==> src/design/ctst_pkg.sv <==
// ----------------------------------------------------------------------------
// ctst_pkg
// Shared types and constants for the character stream tokenizer.
// ----------------------------------------------------------------------------
package ctst_pkg;

  localparam int unsigned MaxNestingDefault = 255;
  localparam int unsigned QueueDepthDefault = 4;

  localparam int unsigned CfgDataW = 64;
  localparam int unsigned CfgIdxW  = 2;
  localparam int unsigned LineW    = 16;

  // configuration register indexes
  localparam logic [CfgIdxW-1:0] CfgOpSetLow  = 2'd0;
  localparam logic [CfgIdxW-1:0] CfgOpSetHigh = 2'd1;
  localparam logic [CfgIdxW-1:0] CfgStartLine = 2'd2;

  // result kinds
  localparam logic [1:0] KindByte  = 2'd0;
  localparam logic [1:0] KindEnd   = 2'd1;
  localparam logic [1:0] KindError = 2'd2;

  // token classes
  localparam logic [1:0] ClsNumber = 2'd0;
  localparam logic [1:0] ClsIdent  = 2'd1;
  localparam logic [1:0] ClsOper   = 2'd2;
  localparam logic [1:0] ClsBlock  = 2'd3;

  // error codes
  localparam logic [1:0] ErrSecondDot = 2'd0;
  localparam logic [1:0] ErrUnknown   = 2'd1;
  localparam logic [1:0] ErrUntermBlk = 2'd2;
  localparam logic [1:0] ErrNesting   = 2'd3;

  // special characters
  localparam logic [7:0] ChLBrace  = 8'h7B;
  localparam logic [7:0] ChRBrace  = 8'h7D;
  localparam logic [7:0] ChDot     = 8'h2E;
  localparam logic [7:0] ChUnder   = 8'h5F;
  localparam logic [7:0] ChNewline = 8'h0A;

  typedef struct packed {
    logic [7:0] in_byte;
    logic       end_of_input;
  } in_item_t;

  typedef struct packed {
    logic [1:0]       kind;
    logic [7:0]       out_byte;
    logic [1:0]       token_class;
    logic             starts_token;
    logic             ends_token;
    logic [1:0]       error_code;
    logic [LineW-1:0] line_number;
  } out_item_t;

  // one queue entry: the results of one input beat
  typedef struct packed {
    out_item_t res0;
    out_item_t res1;
    logic      two;
  } q_entry_t;

endpackage

==> src/design/ctst_front.sv <==
// ----------------------------------------------------------------------------
// ctst_front
// Classifies each input beat, updates the scan state and builds its results.
// ----------------------------------------------------------------------------
module ctst_front #(
  parameter int unsigned MaxNesting = ctst_pkg::MaxNestingDefault
) (
  input  logic                         clk_i,
  input  logic                         rst_ni,
  input  logic                         cfg_we_i,
  input  logic [ctst_pkg::CfgIdxW-1:0] cfg_idx_i,
  input  logic [ctst_pkg::CfgDataW-1:0] cfg_data_i,
  input  logic                         accept_i,
  input  ctst_pkg::in_item_t           item_i,
  output logic                         q_push_o,
  output ctst_pkg::q_entry_t           q_entry_o
);

  localparam int unsigned DepthW = $clog2(MaxNesting + 1);
  localparam logic [DepthW-1:0] DepthMax = DepthW'(MaxNesting);
  localparam logic [DepthW-1:0] DepthOne = DepthW'(1);
  localparam logic [ctst_pkg::LineW-1:0] LineMax = '1;

  typedef enum logic [2:0] {
    MODE_IDLE,
    MODE_NUM,
    MODE_IDENT,
    MODE_BLOCK,
    MODE_HALT
  } mode_e;

  mode_e                      mode_q, mode_d;
  logic                       dot_q, dot_d;
  logic [DepthW-1:0]          depth_q, depth_d;
  logic [ctst_pkg::LineW-1:0] line_q, line_d;
  logic [63:0]                op_lo_q, op_hi_q;

  logic [7:0] c;
  logic       eoi;
  logic       is_digit, is_alpha, is_space, is_op;

  // outcome of handling the byte from idle
  logic                ib_v;
  ctst_pkg::out_item_t ib_res;
  mode_e               ib_mode;
  logic                ib_dot_clr;
  logic                ib_depth_set;
  logic                ib_nl;

  ctst_pkg::out_item_t base;
  ctst_pkg::out_item_t res0, res1;
  logic                gen0, two;
  logic                apply_idle;
  logic [1:0]          cls;
  logic [DepthW-1:0]   depth_dec;

  assign c   = item_i.in_byte;
  assign eoi = item_i.end_of_input;

  assign is_digit = (c >= 8'h30) && (c <= 8'h39);
  assign is_alpha = ((c >= 8'h61) && (c <= 8'h7A)) || ((c >= 8'h41) && (c <= 8'h5A));
  assign is_space = (c == 8'h20) || ((c >= 8'h09) && (c <= 8'h0D));
  assign is_op    = !c[7] && (c[6] ? op_hi_q[c[5:0]] : op_lo_q[c[5:0]]);

  always_comb begin
    base              = '0;
    base.line_number  = line_q;
  end

  always_comb begin
    ib_v         = 1'b1;
    ib_res       = base;
    ib_res.out_byte = c;
    ib_mode      = MODE_IDLE;
    ib_dot_clr   = 1'b0;
    ib_depth_set = 1'b0;
    ib_nl        = 1'b0;
    priority if (c == ctst_pkg::ChLBrace) begin
      ib_res.token_class  = ctst_pkg::ClsBlock;
      ib_res.starts_token = 1'b1;
      ib_mode             = MODE_BLOCK;
      ib_depth_set        = 1'b1;
    end else if (is_space) begin
      ib_v  = 1'b0;
      ib_nl = (c == ctst_pkg::ChNewline);
    end else if (is_digit) begin
      ib_res.token_class  = ctst_pkg::ClsNumber;
      ib_res.starts_token = 1'b1;
      ib_mode             = MODE_NUM;
      ib_dot_clr          = 1'b1;
    end else if (is_alpha) begin
      ib_res.token_class  = ctst_pkg::ClsIdent;
      ib_res.starts_token = 1'b1;
      ib_mode             = MODE_IDENT;
    end else if (is_op) begin
      ib_res.token_class  = ctst_pkg::ClsOper;
      ib_res.starts_token = 1'b1;
      ib_res.ends_token   = 1'b1;
    end else begin
      ib_res.kind       = ctst_pkg::KindError;
      ib_res.error_code = ctst_pkg::ErrUnknown;
      ib_mode           = MODE_HALT;
    end
  end

  assign depth_dec = (depth_q != '0) ? depth_q - DepthOne : depth_q;

  always_comb begin
    res0       = base;
    res1       = base;
    gen0       = 1'b0;
    two        = 1'b0;
    apply_idle = 1'b0;
    mode_d     = mode_q;
    dot_d      = dot_q;
    depth_d    = depth_q;
    cls        = (mode_q == MODE_NUM) ? ctst_pkg::ClsNumber : ctst_pkg::ClsIdent;
    unique case (mode_q)
      MODE_IDLE: begin
        if (!eoi) begin
          res0       = ib_res;
          gen0       = ib_v;
          apply_idle = 1'b1;
        end
      end
      MODE_NUM, MODE_IDENT: begin
        gen0 = 1'b1;
        if (!eoi && (mode_q == MODE_NUM) && (c == ctst_pkg::ChDot) && dot_q) begin
          res0.kind     = ctst_pkg::KindError;
          res0.out_byte = c;
          res0.error_code = ctst_pkg::ErrSecondDot;
          mode_d        = MODE_HALT;
        end else if (!eoi && (mode_q == MODE_NUM) && (is_digit || c == ctst_pkg::ChDot)) begin
          res0.out_byte    = c;
          res0.token_class = cls;
          if (c == ctst_pkg::ChDot) dot_d = 1'b1;
        end else if (!eoi && (mode_q == MODE_IDENT) &&
                     (is_alpha || is_digit || c == ctst_pkg::ChUnder ||
                      c == ctst_pkg::ChDot)) begin
          res0.out_byte    = c;
          res0.token_class = cls;
        end else begin
          // token ends here; a real byte is then handled from idle
          res0.kind        = ctst_pkg::KindEnd;
          res0.token_class = cls;
          res0.ends_token  = 1'b1;
          mode_d           = MODE_IDLE;
          if (!eoi) begin
            res1       = ib_res;
            two        = ib_v;
            apply_idle = 1'b1;
          end
        end
      end
      MODE_BLOCK: begin
        gen0             = 1'b1;
        res0.token_class = ctst_pkg::ClsBlock;
        res0.out_byte    = c;
        if (eoi) begin
          res0.kind       = ctst_pkg::KindError;
          res0.out_byte   = '0;
          res0.error_code = ctst_pkg::ErrUntermBlk;
          mode_d          = MODE_HALT;
        end else if (c == ctst_pkg::ChLBrace) begin
          if (depth_q >= DepthMax) begin
            res0.kind       = ctst_pkg::KindError;
            res0.error_code = ctst_pkg::ErrNesting;
            mode_d          = MODE_HALT;
          end else begin
            depth_d = depth_q + DepthOne;
          end
        end else if (c == ctst_pkg::ChRBrace) begin
          depth_d = depth_dec;
          if (depth_dec == '0) begin
            res0.ends_token = 1'b1;
            mode_d          = MODE_IDLE;
          end
        end
      end
      MODE_HALT: ;
      default: mode_d = MODE_HALT;
    endcase
    if (apply_idle) begin
      mode_d = ib_mode;
      if (ib_dot_clr) dot_d = 1'b0;
      if (ib_depth_set) depth_d = DepthOne;
    end
  end

  always_comb begin
    line_d = line_q;
    if (accept_i && apply_idle && ib_nl && (line_q != LineMax)) line_d = line_q + 1'b1;
    if (cfg_we_i && (cfg_idx_i == ctst_pkg::CfgStartLine)) begin
      line_d = cfg_data_i[ctst_pkg::LineW-1:0];
    end
  end

  always_ff @(posedge clk_i or negedge rst_ni) begin
    if (!rst_ni) begin
      mode_q  <= MODE_IDLE;
      dot_q   <= 1'b0;
      depth_q <= '0;
      line_q  <= ctst_pkg::LineW'(1);
      op_lo_q <= '0;
      op_hi_q <= '0;
    end else begin
      line_q <= line_d;
      if (accept_i) begin
        mode_q  <= mode_d;
        dot_q   <= dot_d;
        depth_q <= depth_d;
      end
      if (cfg_we_i && (cfg_idx_i == ctst_pkg::CfgOpSetLow))  op_lo_q <= cfg_data_i;
      if (cfg_we_i && (cfg_idx_i == ctst_pkg::CfgOpSetHigh)) op_hi_q <= cfg_data_i;
    end
  end

  // a lone second result moves into the first slot
  always_comb begin
    q_push_o       = accept_i && (gen0 || two);
    q_entry_o.res0 = gen0 ? res0 : res1;
    q_entry_o.res1 = res1;
    q_entry_o.two  = gen0 && two;
  end

endmodule

==> src/design/ctst_queue.sv <==
// ----------------------------------------------------------------------------
// ctst_queue
// Short register queue between the classifier and the result side.
// ----------------------------------------------------------------------------
module ctst_queue #(
  parameter int unsigned Depth = ctst_pkg::QueueDepthDefault
) (
  input  logic               clk_i,
  input  logic               rst_ni,
  input  logic               push_i,
  input  ctst_pkg::q_entry_t entry_i,
  output logic               full_o,
  input  logic               pop_i,
  output logic               empty_o,
  output ctst_pkg::q_entry_t head_o
);

  localparam int unsigned PtrW = (Depth > 1) ? $clog2(Depth) : 1;
  localparam int unsigned CntW = $clog2(Depth + 1);
  localparam logic [PtrW-1:0] PtrLast = PtrW'(Depth - 1);
  localparam logic [CntW-1:0] CntFull = CntW'(Depth);

  ctst_pkg::q_entry_t slots_q [Depth];
  logic [PtrW-1:0]    wr_q, rd_q;
  logic [CntW-1:0]    cnt_q;
  logic               do_push, do_pop;

  assign full_o  = (cnt_q == CntFull);
  assign empty_o = (cnt_q == '0);
  assign do_push = push_i && !full_o;
  assign do_pop  = pop_i && !empty_o;
  assign head_o  = slots_q[rd_q];

  always_ff @(posedge clk_i) begin
    if (do_push) slots_q[wr_q] <= entry_i;
  end

  always_ff @(posedge clk_i or negedge rst_ni) begin
    if (!rst_ni) begin
      wr_q  <= '0;
      rd_q  <= '0;
      cnt_q <= '0;
    end else begin
      if (do_push) wr_q <= (wr_q == PtrLast) ? '0 : wr_q + 1'b1;
      if (do_pop)  rd_q <= (rd_q == PtrLast) ? '0 : rd_q + 1'b1;
      unique case ({do_push, do_pop})
        2'b10:   cnt_q <= cnt_q + 1'b1;
        2'b01:   cnt_q <= cnt_q - 1'b1;
        default: cnt_q <= cnt_q;
      endcase
    end
  end

endmodule

==> src/design/ctst_back.sv <==
// ----------------------------------------------------------------------------
// ctst_back
// Result side: hands out queue entries one result beat at a time.
// ----------------------------------------------------------------------------
module ctst_back (
  input  logic                clk_i,
  input  logic                rst_ni,
  input  logic                q_empty_i,
  input  ctst_pkg::q_entry_t  q_head_i,
  output logic                q_pop_o,
  input  logic                pop_i,
  output logic                empty_o,
  output ctst_pkg::out_item_t out_item_o
);

  logic sub_q;
  logic beat, last;

  assign empty_o    = q_empty_i;
  assign beat       = pop_i && !q_empty_i;
  assign last       = !q_head_i.two || sub_q;
  assign q_pop_o    = beat && last;
  assign out_item_o = sub_q ? q_head_i.res1 : q_head_i.res0;

  always_ff @(posedge clk_i or negedge rst_ni) begin
    if (!rst_ni) begin
      sub_q <= 1'b0;
    end else if (beat) begin
      sub_q <= !last;
    end
  end

endmodule

==> src/design/char_stream_tokenizer_unit.sv <==
// ----------------------------------------------------------------------------
// char_stream_tokenizer_unit
// Byte-serial tokenizer: tags each source byte with its token role.
// ----------------------------------------------------------------------------
// Results of a beat are registered in the queue when it is taken.
// Throughput: one input beat per cycle while the queue is not full; a beat with two
//   results takes two result beats, the queue (Depth entries) absorbs the difference.
// Reset clears scan state, queue and operator sets; line counter loads 1.
// Halted after an error: beats are still taken and yield no results.
module char_stream_tokenizer_unit #(
  parameter int unsigned MaxNesting = ctst_pkg::MaxNestingDefault,
  parameter int unsigned QueueDepth = ctst_pkg::QueueDepthDefault
) (
  input  logic                          clk_i,
  input  logic                          rst_ni,
  input  logic                          cfg_we_i,
  input  logic [ctst_pkg::CfgIdxW-1:0]  cfg_idx_i,
  input  logic [ctst_pkg::CfgDataW-1:0] cfg_data_i,
  input  logic                          push,
  output logic                          full,
  input  ctst_pkg::in_item_t            in_item_i,
  output logic                          empty,
  input  logic                          pop,
  output ctst_pkg::out_item_t           out_item_o
);

  logic               accept;
  logic               q_push, q_pop, q_empty;
  ctst_pkg::q_entry_t q_entry, q_head;

  assign accept = push && !full;

  ctst_front #(
    .MaxNesting(MaxNesting)
  ) u_front (
    .clk_i     (clk_i),
    .rst_ni    (rst_ni),
    .cfg_we_i  (cfg_we_i),
    .cfg_idx_i (cfg_idx_i),
    .cfg_data_i(cfg_data_i),
    .accept_i  (accept),
    .item_i    (in_item_i),
    .q_push_o  (q_push),
    .q_entry_o (q_entry)
  );

  ctst_queue #(
    .Depth(QueueDepth)
  ) u_queue (
    .clk_i  (clk_i),
    .rst_ni (rst_ni),
    .push_i (q_push),
    .entry_i(q_entry),
    .full_o (full),
    .pop_i  (q_pop),
    .empty_o(q_empty),
    .head_o (q_head)
  );

  ctst_back u_back (
    .clk_i     (clk_i),
    .rst_ni    (rst_ni),
    .q_empty_i (q_empty),
    .q_head_i  (q_head),
    .q_pop_o   (q_pop),
    .pop_i     (pop),
    .empty_o   (empty),
    .out_item_o(out_item_o)
  );

endmodule

==> config.mk <==
export PLATFORM = sky130hd
export DESIGN_NAME = char_stream_tokenizer_unit
export DESIGN_NICKNAME = d
export VERILOG_FILES = /design/src/design/ctst_pkg.sv /design/src/design/ctst_front.sv /design/src/design/ctst_queue.sv /design/src/design/ctst_back.sv /design/src/design/char_stream_tokenizer_unit.sv
export SDC_FILE = /design/constraint.sdc
export NUM_CORES = 1
export LEC_CHECK = 0
export BUFFER_PORTS_ARGS = -buffer_cell sky130_fd_sc_hd__buf_2
export CAP_MARGIN = 20
export CELL_PAD_IN_SITES_DETAIL_PLACEMENT = 2
export CELL_PAD_IN_SITES_GLOBAL_PLACEMENT = 2
export CORE_ASPECT_RATIO = 1.4
export CORE_MARGIN = 10
export CORE_UTILIZATION = 47
export CTS_CLUSTER_DIAMETER = 150
export DETAILED_ROUTE_END_ITERATION = 12
export PLACE_DENSITY = 0.81
export SLEW_MARGIN = 20
export SYNTH_ARGS = -nofsm -noshare
export SYNTH_HDL_FRONTEND = slang
export SYNTH_SLANG_ARGS = --single-unit
==> constraint.sdc <==
create_clock -name clk_i -period 6.45 [get_ports clk_i]
set_clock_uncertainty 0.2 [all_clocks]
set_input_delay 0.3225 -clock clk_i [delete_from_list [all_inputs] [get_ports clk_i]]
set_output_delay 0.3225 -clock clk_i [all_outputs]
set_load 0.02 [all_outputs]
Word-level counts from Yosys, hierarchy flattened
Memory sizes are Yosys's and may differ from the RTL's.
Cells that the tools add are included.
{ "classes": {"addsub": 7, "n_lt_le_gt_ge": 10, "eq_ne": 24, "n_mux": 106, "n_reduce_logical": 49} }
{ "ops": {"columns": ["cell", "count"], "rows": [
  ["2-to-1 mux 32 bit", 7],
  ["2-to-1 mux 8 bit", 10],
  ["2-to-1 mux 3 bit", 20],
  ["2-to-1 mux 16 bit", 3],
  ["2-to-1 mux 1 bit", 39],
  ["one-hot mux 12 bit (3 select lines)", 1],
  ["2-to-1 mux 2 bit", 15],
  ["equality test 8 x 7 -> 1 bit (second input constant)", 3],
  ["logical AND 1 bit", 24],
  ["2-to-1 mux 10 bit", 2],
  ["one-hot mux 3 bit (3 select lines)", 2],
  ["adder 16 x 1 -> 16 bit (second input constant)", 1],
  ["equality test 8 x 6 -> 1 bit (second input constant)", 2],
  [">= comparator 8 x 7 -> 1 bit (second input constant)", 2],
  ["<= comparator 8 x 7 -> 1 bit (second input constant)", 2],
  ["!= test 16 bit (second input constant)", 1],
  ["binary-select mux 1 bit (select 6 bit)", 2],
  ["!= test 5 x 2 -> 1 bit (second input constant)", 2],
  ["adder 8 x 1 -> 8 bit (second input constant)", 1],
  ["equality test 2 bit (second input constant)", 4],
  ["equality test 8 x 4 -> 1 bit (second input constant)", 1],
  [">= comparator 8 x 4 -> 1 bit (second input constant)", 1],
  [">= comparator 8 x 6 -> 1 bit (second input constant)", 1],
  [">= comparator 8 bit (second input constant)", 1],
  ["other kinds (28)", 49]
]} }
{ "word_totals": {"regBits": 164, "mem_bits_rw": 260, "inputBits": 80, "out_inout_bits": 34, "elab_cells": 207, "n_memories": 1} }
{ "mem_list": {"columns": ["name", "words", "width", "read_ports", "rd_ports_with_merged_regs", "wr", "line", "rtl"], "rows": [
  ["u_queue.slots_q", 4, 65, 1, 0, 1, "ctst_queue.sv:23", "ctst_pkg::q_entry_t slots_q [Depth];"]
]} }

Depth between registers and ports, before layout
Gate-level depths: netlist of run 1.
{ "depth": {"ltp_word": 16, "depth_mapped": 16} }

Hierarchy
From an unflattened synthesis of run 1, not the netlist that was laid out.
{ "hier_totals": {"cells_unflattened": 1176, "hier_area_um2": 19177.1} }
{ "by_module_without_submodules": {"columns": ["module", "n_inst", "cells_each", "area_per_inst_um2", "seq_area_each_um2"], "rows": [
  ["ctst_queue", 1, 380, 9857.0, 7982.7],
  ["ctst_front", 1, 753, 8703.3, 3905.0],
  ["ctst_back", 1, 42, 603.1, 25.0],
  ["char_stream_tokenizer_unit", 1, 1, 13.8, 0.0]
]} }

Worst setup path before layout of run 1
No wires, ideal clock.
{ "synth_timing": {"kind": "input to register", "startpoint": "in in_item_i[1] (netlist name)", "endpoint": "mem u_queue.slots_q[3][0] (netlist name), enable pin", "arrival_time_ns": 3.278, "required_ns": 5.842, "path_slack_ns": 2.564, "stages": 10, "cell_sequence": "buf_4 -> buf_6 -> buf_2 -> buf_2 -> nor2_1 -> nor2_1 -> a2bb2oi_1 -> nand2b_1 -> a211oi_1 -> and2_1"} }
{ "synth_between": {"elab_chain_len": 16, "word_cells_on_any_way": 39, "cone_classes": "order compare (8); eq/ne (4); mux (10); reduce/logical (17)"} }
{ "synth_rtl": {"columns": ["element", "line", "rtl"], "rows": [
  ["start, declared", "char_stream_tokenizer_unit.sv:21", "input ctst_pkg::in_item_t in_item_i,"],
  ["parallel branches: the longest is 11 deep, another holds >= comparator 8 x 4 -> 1 bit", null, null],
  ["logical OR 1 bit *", "ctst_front.sv:220", "q_push_o = accept_i && (gen0 || two);"],
  ["logical AND 1 bit *", "ctst_front.sv:220", null],
  ["logical AND 1 bit *", "ctst_queue.sv:30", "assign do_push = push_i && !full_o;"],
  ["2-to-1 mux 1 bit *", "ctst_queue.sv:35", "if (do_push) slots_q[wr_q] <= entry_i;"],
  ["2-to-1 mux 1 bit (implied by the code) *", "ctst_queue.sv:35", null],
  ["end, declared", "ctst_queue.sv:23", null]
]} }
Every way passes the cells marked *.

Final worst setup path of run 1
{ "layout_timing": {"startpoint": "in in_item_i[2] (netlist name)", "endpoint": "mem u_queue.slots_q[0][59] (netlist name), enable pin"} }
The elaborated chain is that of the path after synthesis.

==> impl_metrics.csv, run 1 <==
group,metric,value,unit
detailed_routing,via_per_inst,6.031,
floorplan,die_x,174.6,µm
floorplan,die_h,236.4,µm
detailed_routing,drt-initial-drc-count,681,
synth,postSynthNetCount,1150,
place,place_ws,1.756,ns
critical_path,worstPathMaxFanout,32,
global_route,grt_overflow_total,0,
synth,synth.area.top_cells,"edfxtp_1, dfrtp_1, mux2_2, mux4_2, nor2_1",
floorplan,core,33110,µm²
detailed_routing,routed_wl,51.21,mm
finish,area_delta_synth_final,18.12,%
synth,synth_top_area_share,0.3515,
pwr,power.density,376.7,nW/µm²
synth,synthCells,1059,
synth,synth-edff-count,184,
place,dp_hpwl,31.47,mm
synth,synthFlopType,"edfxtp_1",
status,status,"finished, final reports clean",
global_route,grt_pass1_vias,11810,
detailed_routing,route.detailed.drc,0,
place,gp_congestion,0.8317,
detailed_routing,drt-pass1-iter-count,5,
synth,synth_warnings,0,
global_route,antenna_found_initial,3,
detailed_routing,vias,10250,
critical_path,crit_path_start_kind,"primary input",
clock_network,cts_resized,0,
clock_network,clock_path_buffers,3,
flow_run,maxCapViolations,0,
clock_network,clk_pin_slew_worst_paths,0.07,ns
timing,finalHoldViolations,0,
floorplan,ios,114,
place,place_inst,1570,
clock_network,root_buffer,"clkbuf_16",
clock_network,cts_buffers,35,
pwr,p_leak,0.007002,µW
finish,nets,1319,
timing,tightest_slew,1.068,ns
floorplan,dieArea,41260,µm²
timing,finalCriticalPeriod,4.261,ns
critical_path,end_kind,"flip-flop",
timing,fin_ws,2.189,ns
synth,yosys.area.top_type,"edfxtp_1",
synth,yosysUniqueCellTypes,63,
detailed_routing,antenna_left,0,
synth,ys_ff_latch,348,
timing,grt_setup_unrepaired,"false",
finish,drive_above_1_share,0.3296,
place,place.port_buffers,113,
global_route,grt_max_degree,93,
synth,async_flop_share,0.4713,
critical_path,critPathArrivalTime,4.24,ns
floorplan,initial_utilization,0.4747,
clock_network,htreeDepth,2,
clock_network,cts.sinks,348,
timing,fin_tns_setup,0,ns
synth,synth.avg_cell_area,14.84,µm²
timing,fin_crit_sh,0.6607,
timing,fmax,0.2347,GHz
pwr,vdd_ir_drop_max,0.2639,mV
clock_network,cts_tree,"done",
detailed_routing,wl_per_cell,30.14,µm
clock_network,clk_latency,0.53,ns
hold_path,hold_path.class,"in2reg",
synth,syn_area,15720,µm²
timing,setup_violations,0,
global_route,grt_first_pass_wirelength,78.55,mm
critical_path,crit_required,6.43,ns
synth,seq_area_frac_synth,0.6127,
critical_path,crit_type,"in2reg",
timing,relSlewSlack,0.2840,
finish,instances_no_fill,1699,
floorplan,placementRows,79,
timing,slew_viol_final,0,
global_route,groute.usage.overall,0.2494,
flip-flops by register name, indices dropped and copies added, names as in the netlist, 2 cells and up:
register and flops:
u_front.depth_q 8, u_front.line_q 16, u_front.mode_q 3, u_front.op_hi_q 64, u_queue.cnt_q 3, u_front.op_lo_q 64, u_queue.wr_q 2, u_queue.rd_q 2
u_queue.slots_q 184
critical path, cell delays in order:
cell	delay [ns]
buf_2	0.60
nor4_1	0.15
a32oi_1	0.23
a2bb2oi_1	0.52
nand2b_1	0.19
a211oi_1	0.93
and2_2	0.75
buf_4	0.51
through the flow:
step	hold WS, ns	power, µW	util	cell area [µm²]
detailed placement	0.2309	4790	0.5045	16710
floorplan	-0.1731	4120	-	15720
finish	0.1255	6993	0.5607	18570
global route	0.1153	7287	0.5606	18560
CTS	0.1084	6995	0.5606	18560
global placement	0.2311	4639	0.5041	16690
Yosys cell counts, drive strengths merged (3+ instances only):
cell,count
o211ai,6
buf,19
inv,19
o22a,3
clkbuf,41
a22oi,5
mux2i,23
ha,10
dfrtp,163
xor2,6
nand2,44
nor4,3
mux2,153
o31ai,3
or3,5
o41ai,4
nor2,65
nand3,17
and4b,4
a31oi,13
nand3b,4
xnor2,14
nand2b,8
mux4,65
nor3,18
nand4,6
and3,10
a21oi,37
a211oi,10
o21ai,26
nor2b,10
edfxtp,184
o22ai,3
and2,23
kinds of logic after synthesis:
group                      share of synthesized area
buffers and inverters                        0.02133
AOI/OAI and AO/OA                            0.05477
DFF                                           0.6127
adders and majority gates                   0.009234
and+or+nand+nor                              0.07340
xor gates and xnor gates                     0.01114
muxes                                         0.2174
final timing paths:
| kind | start | cells after the start | end | slack (ns) |
|---|---|---|---|---|
| setup / recovery | in_item_i[2] | 8 | u_queue.slots_q[0][59] | 2.19 |
| hold / removal | in_item_i[8] | 2 | u_queue.slots_q[0][30] | 0.13 |
| setup reg to reg | u_queue.cnt_q[0] | 7 | u_queue.slots_q[0][59] | 2.67 |
| hold reg to reg | u_queue.cnt_q[2] | 1 | u_queue.cnt_q[2] | 0.29 |
| max in group asynchronous | rst_ni | 3 | u_front.op_hi_q[35] | 4.35 |
| min in group asynchronous | rst_ni | 2 | u_back.sub_q | 0.20 |
cells in the final DEF (no fill, tap or decap), types with 13 or more instances in the layout:
master,n
buf_2,111
mux4_2,65
nor2_1,65
a31oi_1,13
nor3_1,18
dfrtp_1,161
dlygate4sd3_1,66
edfxtp_1,184
clkbuf_16,37
a21oi_1,37
xnor2_1,14
o21ai_0,24
nand3_1,17
and2_1,19
buf_4,13
inv_1,19
nand2_1,44
mux2_2,153
mux2i_1,23
area by class of cell:
type,instances,area (µm²)
diodes,1,2.502
well taps,445,556.8
fillers,2928,14550
inverters,20,75.07
clock buffers,44,982.2
clock inverters,18,214.0
repair buffers,192,1340
flip-flops and latches,348,9633
multi-input cells,631,5762
per-layer routing:
metal	vias to the layer above	wire length (µm)	GRT usage
met2	281	28260	0.4593
met4	4	1651	0.09063
li1	4390	-	-
met3	92	1939	0.04205
met1	5480	19330	0.2827
met5	-	24	0
power by group:
part	leakage (µW)	total [µW]	switching [µW]	internal (µW)
sequential	0.00363	2960	266	2690
combinational	0.00279	1860	1050	817
clock	0.000579	2170	918	1250
repair_timing:
action,4_1_cts,5_1_grt
hold buffers,66,0
hold endpoints to repair,235,0
setup buffers,0,0
(Power assumes the default switching activity.)
==> run 2, diff against run 1 <==
- CORE_UTILIZATION: 47 -> 40
- PLACE_DENSITY: 0.81 -> 0.73
- clock period: 6.45 -> 3.9 ns (I/O delays scaled with it)
==> run 2 against run 1 <==
  * Setup slack got worse by 1.5 ns
  * Non-clock buffer count increased by 22
  * First-iteration DRC count decreased by 33%
  * Critical path depth decreased by 1
  * Via count decreased by 2.1%
  * Cell area increased by 1.8%
  * Power increased by 62%
  * Critical endpoint is now u_queue.slots_q[2][52]
==> impl_metrics.csv, run 2 (synthesized netlist as in run 1, its figures left out) <==
group,metric,value,unit
finish,top_register,"u_queue.slots_q",
clock_network,post_cts_buffers,0,
timing,finalCriticalPeriod,3.210,ns
finish,area_delta_synth_final,20.29,%
detailed_routing,via_per_inst,5.567,
timing,fin_ws,0.6901,ns
finish,post-route-util,0.4897,
critical_path,crit_type,"reg2reg",
detailed_routing,antenna_left,0,
floorplan,initial_utilization,0.4071,
detailed_routing,drt-pass1-iter-count,4,
flow_run,maxCapViolations,0,
clock_network,root_buffer,"clkbuf_16",
global_route,grt_pass1_vias,11610,
hold_path,hold-path-cell-count,5,
place,dp_hpwl,30.91,mm
global_route,grt_first_pass_wirelength,72.06,mm
clock_network,clock_path_buffers,3,
floorplan,core,38610,µm²
finish,instances_no_fill,1802,
timing,fmax,0.3115,GHz
finish,drive_above_1_share,0.3352,
pwr,power.density,599.7,nW/µm²
place,place_ws,0.2892,ns
clock_network,cts_tree,"done",
global_route,groute.usage.overall,0.1945,
critical_path,r2r-start,"u_front.op_lo_q[61]",
finish,nets,1343,
clock_network,cts.sinks,348,
critical_path,critPathArrivalTime,3.26,ns
clock_network,clk_latency,0.55,ns
finish,layout_commonest_cell,"edfxtp_1",
hold_path,holdPathEnd,"u_front.depth_q[7]",
detailed_routing,wl_per_cell,25.69,µm
floorplan,ios,114,
finish,largestRegisters,"u_queue.slots_q x184, u_front.op_hi_q x64, u_front.op_lo_q x64",
place,place.port_buffers,113,
finish,fill_cells,3596,
detailed_routing,drt-initial-drc-count,456,
pwr,p_leak,0.007125,µW
critical_path,end_kind,"flip-flop",
timing,fin_tns_setup,0,ns
critical_path,worstPathMaxFanout,6,
finish,largest_register_ffs,184,
critical_path,r2r_end,"u_queue.slots_q[2][52]",
detailed_routing,routed_wl,46.29,mm
critical_path,crit_path_start_kind,"flip-flop",
clock_network,cts_resized,0,
place,place_inst,1667,
floorplan,die_x,187.5,µm
detailed_routing,vias,10030,
timing,grt_setup_unrepaired,"false",
detailed_routing,route.detailed.drc,0,
clock_network,cts_buffers,37,
floorplan,placementRows,85,
clock_network,cts_hold_buf,68,
critical_path,reg2reg_setup_slack,0.69,ns
critical_path,r2r_cells,7,
timing,slew_viol_final,0,
finish,diodes,0,
timing,setup_violations,0,
place,gp_congestion,0.8338,
timing,relSlewSlack,0.3468,
critical_path,crit_required,3.95,ns
hold_path,hold_path.class,"in2reg",
global_route,grt_overflow_total,0,
floorplan,dieArea,47730,µm²
global_route,antenna_found_initial,2,
finish,final_cell_mix,"edfxtp_1, dfrtp_1, mux2_2",
clock_network,htreeDepth,2,
floorplan,die_h,254.5,µm
hold_path,hold_path_startpoint,"push",
clock_network,clk_pin_slew_worst_paths,0.07,ns
timing,finalHoldViolations,0,
timing,tightest_slew,0.9798,ns
timing,fin_crit_sh,0.8231,
pwr,vdd_ir_drop_max,0.3302,mV
global_route,grt_max_degree,94,
status,status,"finished, final reports clean",
==> run 2: changes by cell type in the layout (fill, tap and decap cells not counted), moves of 2 or more <==
cell and delta:
clkinv_4 -2, clkinv_1 +5, bufinv_16 -2, dlygate4sd3_1 +2
buf_12 +8, buf_4 +12, clkbuf_1 +4
==> run 2: power breakdown <==
group / internal (µW) / switching, µW / total, µW
sequential: 4450 / 368 / 4820
combinational: 1390 / 1680 / 3070
clock: 1970 / 1470 / 3450
total: 7820 / 3520 / 11300
==> run 2: worst max-delay path by stage <==
| stage | startpoint | end | cells after the start |
|---|---|---|---|
| after floorplan | in_item_i[1] | u_queue.slots_q[3][0] | 10 |
| after global placement | in_item_i[1] | u_queue.slots_q[0][20] | 10 |
| after detailed placement | in_item_i[1] | u_queue.slots_q[0][52] | 10 |
| after CTS | u_queue.rd_q[0] | out_item_o[21] | 4 |
| after global routing | u_queue.rd_q[0] | out_item_o[22] | 4 |
| final | u_front.op_lo_q[61] | u_queue.slots_q[2][52] | 7 |
==> run 2: metrics by stage <==
stage | hold slack, ns | power (µW) | instance area (µm²)
3_3_place_gp | 0.1700 | 7790 | 17040
2_1_floorplan | -0.3006 | 6814 | 15720
5_1_grt | 0.07546 | 11910 | 18910
6_report | 0.04100 | 11340 | 18910
4_1_cts | 0.02325 | 11490 | 18910
3_5_place_dp | 0.1712 | 7946 | 17050
==> run 2: cell type report <==
class                   count  area, µm²  area share
flip-flops and latches    348       9633      0.5095
multi-input cells         631       5762      0.3047
repair buffers            214       1610     0.08517
clock buffers              49       1011     0.05347
well taps                 522      653.1     0.03454
clock inverters            18      162.7    0.008603
inverters                  20      75.07    0.003971
==> run 2: critical path, stage by stage (launching register included) <==
cell	delay, ns
dfrtp_1	0.38
mux4_2	0.47
or3_1	0.34
a31oi_1	0.33
nor4b_1	0.12
a311o_1	0.36
or4_4	0.51
nor2b_1	0.22
==> run 2: layer usage <==
layer | routed length, µm | track usage | vias to the layer above
li1 | - | - | 4438
met1 | 18420 | 0.2267 | 5305
met2 | 25130 | 0.3590 | 207
met3 | 1473 | 0.02939 | 80
met4 | 1254 | 0.06322 | 2
met5 | 12 | 0 | -
